--- src/rtl/core/atan2au_pkg.sv ---
// Shared types, constants and the arctangent table of the atan2 angle unit.
`default_nettype none

package atan2au_pkg;

  // Normalised operands have their larger magnitude in [2^NORM_TOP, 2^(NORM_TOP+1)).
  localparam int NORM_TOP = 40;
  // Datapath width: normalised magnitude, CORDIC gain of about 1.65 and sign.
  localparam int DATA_W = NORM_TOP + 5;
  // Angle accumulator counts 2^-TABLE_FRAC radian.
  localparam int TABLE_FRAC = 30;
  localparam int TABLE_LEN = 30;
  localparam int Z_W = 34;
  // Normalising shift count, up to NORM_TOP.
  localparam int SHIFT_W = 6;

  localparam logic signed [Z_W-1:0] PI_Q30 = 34'sd3373259426;

  // One item in flight through the CORDIC iterations.
  typedef struct packed {
    logic signed [DATA_W-1:0] x;
    logic signed [DATA_W-1:0] y;
    logic signed [Z_W-1:0]    z;
    logic                     y_zero;
    logic                     x_neg;
  } cordic_t;

  // atan(2^-idx) in units of 2^-30 radian, rounded to nearest.
  function automatic logic [Z_W-1:0] atan_q30(input int idx);
    case (idx)
      0:       return Z_W'(843314857);
      1:       return Z_W'(497837829);
      2:       return Z_W'(263043837);
      3:       return Z_W'(133525159);
      4:       return Z_W'(67021688);
      5:       return Z_W'(33543516);
      6:       return Z_W'(16775851);
      7:       return Z_W'(8388437);
      8:       return Z_W'(4194283);
      9:       return Z_W'(2097149);
      10:      return Z_W'(1048576);
      11:      return Z_W'(524288);
      12:      return Z_W'(262144);
      13:      return Z_W'(131072);
      14:      return Z_W'(65536);
      15:      return Z_W'(32768);
      16:      return Z_W'(16384);
      17:      return Z_W'(8192);
      18:      return Z_W'(4096);
      19:      return Z_W'(2048);
      20:      return Z_W'(1024);
      21:      return Z_W'(512);
      22:      return Z_W'(256);
      23:      return Z_W'(128);
      24:      return Z_W'(64);
      25:      return Z_W'(32);
      26:      return Z_W'(16);
      27:      return Z_W'(8);
      28:      return Z_W'(4);
      29:      return Z_W'(2);
      default: return '0;
    endcase
  endfunction

endpackage

`default_nettype wire

--- src/rtl/core/atan2au_iter.sv ---
// One registered CORDIC vectoring iteration with its own valid bit and stall logic.
`default_nettype none

module atan2au_iter #(
  parameter int STAGE = 0
) (
  input  wire                  clk,
  input  wire                  rst_n,
  input  wire                  v_in,
  input  atan2au_pkg::cordic_t d_in,
  output logic                 rdy_up,
  output logic                 v_out,
  output atan2au_pkg::cordic_t d_out,
  input  wire                  rdy_dn
);
  import atan2au_pkg::*;

  localparam logic signed [Z_W-1:0] ANG = atan_q30(STAGE);

  logic    v_r;
  cordic_t d_r;
  cordic_t d_nxt;

  logic signed [DATA_W-1:0] x_i;
  logic signed [DATA_W-1:0] y_i;
  logic signed [DATA_W-1:0] xs;
  logic signed [DATA_W-1:0] ys;

  // Rotate towards the x axis; the direction follows the sign of y.
  always_comb begin
    x_i   = d_in.x;
    y_i   = d_in.y;
    xs    = x_i >>> STAGE;
    ys    = y_i >>> STAGE;
    d_nxt = d_in;
    if (y_i > 0) begin
      d_nxt.x = x_i + ys;
      d_nxt.y = y_i - xs;
      d_nxt.z = d_in.z + ANG;
    end else begin
      d_nxt.x = x_i - ys;
      d_nxt.y = y_i + xs;
      d_nxt.z = d_in.z - ANG;
    end
  end

  // The slot takes a new beat when it is empty or its beat moves on.
  assign rdy_up = !v_r || rdy_dn;

  always_ff @(posedge clk) begin
    if (!rst_n) begin
      v_r <= 1'b0;
    end else if (rdy_up) begin
      v_r <= v_in;
    end
  end

  always_ff @(posedge clk) begin
    if (rdy_up) begin
      d_r <= d_nxt;
    end
  end

  assign v_out = v_r;
  assign d_out = d_r;

endmodule

`default_nettype wire

--- config.mk ---
export PLATFORM = sky130hd
export DESIGN_NAME = atan2au_iter
export DESIGN_NICKNAME = d
export VERILOG_FILES = /design/src/rtl/core/atan2au_pkg.sv /design/src/rtl/core/atan2au_iter.sv
export SDC_FILE = /design/constraint.sdc
export NUM_CORES = 1
export LEC_CHECK = 0
export BUFFER_PORTS_ARGS = -buffer_cell sky130_fd_sc_hd__buf_2
export CAP_MARGIN = 10
export CORE_ASPECT_RATIO = 1.5
export CORE_MARGIN = 2
export CORE_UTILIZATION = 25
export CTS_BUF_LIST = sky130_fd_sc_hd__clkbuf_8
export CTS_CLUSTER_DIAMETER = 30
export DETAILED_ROUTE_END_ITERATION = 8
export SLEW_MARGIN = 10
export SYNTH_ARGS = -nofsm -noshare
export SYNTH_HDL_FRONTEND = slang
export SYNTH_SLANG_ARGS = --single-unit
--- constraint.sdc ---
create_clock -name clk -period 16 [get_ports clk]
set_input_delay 2.4 -clock clk [delete_from_list [all_inputs] [get_ports clk]]
set_output_delay 2.4 -clock clk [all_outputs]
set_load 0.02 [all_outputs]
# After elaboration in Yosys (flattened, before gate mapping)
# Cells that the tools add are included.
# word_totals
register_bits,127
input_bits,130
output_inout_bits,128
elab_cells,15
# op_classes
n_addsub,5
order_cmp,1
n_mux,1
reduce_logical,2
# ops
op,n
$mux W124,1
$sub A45 B45 Y45,2
$add A45 B45 Y45,1
$gt A45 B1 Y1 const B,1
$add A34 B31 Y34 const B,1
$sub A34 B31 Y34 const B,1
$logic_not A1 Y1,1
$logic_or A1 B1 Y1,1

# Logic depth before layout (Yosys ltp)
# logic_depth
depth_word,2
mapped_depth,19
ltp_nobuf,15

# Worst setup path after synthesis
# OpenSTA, ideal clock, no wires.
# synth_path
kind,input-to-output
from,input rdy_dn
to,output rdy_up
t_arrival_ps,5571
required_time_ps,13600
path_slack_ps,8029
stages,1
path_buffers,0
path_cell_list,nand2b_1
# synth_via
elab_chain_cells,1
# synth_lines
item,line,text
"start, declared",atan2au_iter.sv:14,input wire rdy_dn
$logic_or A1 B1 Y1,atan2au_iter.sv:48,assign rdy_up = !v_r || rdy_dn;
"end, declared",atan2au_iter.sv:11,"output logic rdy_up,"
# Every way passes these cells.

==> results.md <==
- Die Span Y: roughly 290 um
- Post-CTS Setup Inserts: 0
- Area contributors post-synth: edfxtp_1 28%, ha_1 15%, a21oi_1 8.1%, xnor2_1 6.6%, o21ai_0 4.4%
- Largest net degree at the start of global routing: 65
- Layout fillers: between 5,000 and 6,000
- Post-CTS Hold Fix Bufs: 0
- Pin slew with the least headroom to its limit: approximately 1000 ps
- Achievable frequency: between 0.1 and 0.15 GHz
- Leakage: 6.91 nW
- FFs w/ async S/R, synth: 0%
- Initial antenna violation count: 1
- Number of synthesized flops with an enable pin: approximately 130
- RSZ-0062 raised after global routing: no
- Worst path bufs/invs: 2
- Row count: around 100
- Part of the power in the clock network: a little under a quarter
- Sequential share of power: between 30% and 40%
- Starting Density: between 20% and 30%
- GP Congestion: between 0.9 and 1
- R2R Path End: d_out[39]
- Kind of critical path: input pin to register
- DR vias: about 13,000
- WP depth: 16
- Die Wd: roughly 190 um
- Sequential fraction of the synthesis area: around 28%
- Delay-heaviest family, CP: simple AND/OR/NAND/NOR gates
- Setup crit end kind: register
- Post-synthesis mux area share: under 10%
- Normalized max-slew margin: between 30% and 40%
- Fin Clk Skew: 12.7 ps
- DRC: 0
- Worst VDD drop: 0.0683 mV
- Max-slew violations: 0
- Cell taking the most area after synthesis: edfxtp_1
- Non-Filler Instances: approximately 2,600
- Gr ovfl total: 0
- Drt initial violations: between 900 and 1,000
- Crit path to: d_out[35]
- Max-Cap Viols: 0
- Net Sw Power: 0.000607 W
- Power, Total: ~0.0014 W
- Post-DR vias/cell: around 5.3
- Syn_nets: 1,928
- Cells after synthesis: around 1,600
- Final Critical Period: approximately 8000 ps
- Worst-case clock buffer depth: 2
- Post-layout util: slightly below 30%
- Synth Area in XOR/XNOR: under 10%
- GR Util All Layers: 19.3%
- Pwr/cell area: a little over 90 nW/um2
- Top FF cell, synth: edfxtp_1
- Post-synth top area share: roughly 28%
- # placed instances: 2,523
- Fin Setup TNS: 0 ps
- Routed wire length: between 50,000 and 60,000 um
- Reg2Reg Depth: 2
- Num ports: around 260
- Combinational family with the most area after synthesis: compound AO/OA/AOI/OAI gates
- Synth Area in Compound Gates: between 20% and 30%
- Int Pwr: approximately 0.00084 W
- H-tree depth: 4
- Hold Path Class: register to register
- Unique masters post-synth: 69
- Routed len/inst: between 20 and 25 um
- Slowest CP cell: clkinv_2
- R2R setup slack: around 14,000 ps
- Crit path from: d_in[62]
- Req. time, crit path: 16,370 ps
- Vias in the first global route: between 10,000 and 15,000
- Final setup violation count: 0
- Layout cells sized above 1: about 18%
- Worst-path maximum fanout: 48
- Syn_area_per_cell: roughly 8.3 um2
- Adder-cell share of the synthesized area: between 10% and 20%
- Die ar.: between 50,000 and 60,000 um2
- Critical Path Start Type: input pin
- Final ANT Viol Nets: 0
- Area delta synth->final: 17.6%
- Status: complete, no violations
- Synth Cell Area: ~14,000 um2
- Combinational share of power: roughly 44%
- Synthesis-stage register bit count: 126
- Clock latency on the worst-skew pair: 540 ps
- Reg2reg start: v_out
- Simple-gate share of the synthesized area: between 10% and 20%
- Clock slew at reported path FFs: 80 ps
- Yosys warns: 0
- Total CTS buffers: 17
- CTS tree: yes
- Post-layout nets: between 2,000 and 2,500
- # clock sinks: approximately 130
- Clock Tree Root: clkbuf_8
- Dpl hpwl: between 40,000 and 50,000 um
- Switching Share: about two fifths
- WP data arrival: between 8000 and 9000 ps
- I/O Buffers: 257
- CP peak stage delay: 820 ps
- Final hold vios: 0
- Quantity of gates resized following cts: 0
- Crit share post-route: between 40% and 50%
- Worst path cell trace: buf_2 > nor4_1 > nand3_1 > nor3_1 > or2_4 > clkinv_2 > ha_1 > nand2_1 > o21ai_0 > a2111oi_0 > a21oi_1 > o221ai_1 > o31ai_1 > or4_1 > a2111o_1 > o211ai_1
- First-pass GRT wire length: ~82,000 um
- Core area: between 50,000 and 60,000 um2
- DRT Pass-1 Iters: 5
-- worst reg2reg max path, stage by stage (launching register included) --
cell and delay (ps):
dfxtp_1 340, nand2b_4 120, buf_4 700
-- state kept, by name (all words and copies together) (netlist names) --
signal / flops
d_out: 125
v_out: 1
-- worst min-delay path by stage --
stage | depth (start not counted) | startpoint | to
after floorplan | 0 | d_in[0] | d_out[0]
after global routing | 2 | v_out | d_out[1]
final | 2 | v_out | d_out[1]
after CTS | 2 | v_out | d_out[1]
after global placement | 2 | v_out | d_out[12]
after detailed placement | 2 | v_out | d_out[1]
-- through the flow --
stage	setup slack [ps]	hold WS, ps	cell area [um2]
2_1_floorplan	8030	2500	13500
3_3_place_gp	7530	1140	15500
3_5_place_dp	7450	1160	15500
4_1_cts	8060	1190	15900
5_1_grt	7800	1200	15900
6_report	8200	1110	15900
-- layout by cell type, fill, tap and decap left out, types with 12 or more instances in the layout --
cell type    n
buf_2      257
a21oi_1    218
ha_1       164
inv_1      137
nor2_1     131
edfxtp_1   125
o21ai_0    119
xnor2_1    102
nand2_1     99
o21bai_1    41
a21o_1      40
nand3_1     29
nor4_1      26
nor3_1      26
nand4_1     23
a211oi_1    22
o31ai_1     21
nor2b_1     19
mux2i_1     19
o211ai_1    18
clkbuf_8    17
o21a_1      16
nand2b_1    16
xor2_1      12
-- cell usage after synthesis (all sizes together), types with 7 or more instances --
library cell	count
o21a	16
a21boi	7
a221oi	7
nand3	29
nor4	26
xor2	12
o21ai	120
nor3	27
inv	137
a21o	40
a21oi	218
xnor2	102
or2	11
edfxtp	125
mux2i	19
nor2	131
buf	29
a211oi	23
a31oi	11
a211o	8
or3	10
and2	7
nand4	23
nor2b	19
o211ai	18
clkbuf	33
o21bai	41
o31ai	22
ha	164
nand2	99
nand2b	17
-- power by group through the flow --
stage                     Sequential (W)  Combinational (W)  Clock [W]
after floorplan                 0.000577           0.000313          0
after global placement          0.000485           0.000627          0
after detailed placement        0.000483           0.000630          0
after CTS                       0.000478           0.000634   0.000351
after global routing            0.000483           0.000682   0.000356
final                           0.000476           0.000635   0.000336
-- metal layers --
metal  global-route usage, %  up-vias  share of wire [%]
met3                    2.72      149                4.3
li1                        -     6409                  -
met2                    36.9      566                 53
met1                    19.6     6312                 36
met4                    12.3        0                6.1
met5                       0        -                  0
-- layout make-up --
| class | count | area [um2] | area share, % |
|---|---|---|---|
| Antenna cell | 2 | 5.00 | 0.0314 |
| Clock inverter | 15 | 209 | 1.31 |
| Inverter | 139 | 523 | 3.28 |
| Sequential cell | 126 | 3770 | 23.7 |
| Clock buffer | 17 | 234 | 1.47 |
| Timing Repair Buffer | 266 | 1350 | 8.50 |
| Multi-Input combinational cell | 1303 | 8970 | 56.3 |
| Tap cell | 689 | 862 | 5.41 |
-- cell families (layout without fill, tap and decap cells) --
group,count (synthesis),count (layout)
simple gates,414,414
buf+inv,201,437
other cells,0,2
compound gates,588,588
xor+xnor,114,114
mux,19,19
fa+ha+maj,168,168
flops,126,126
Power figures use the tool's default switching activity.
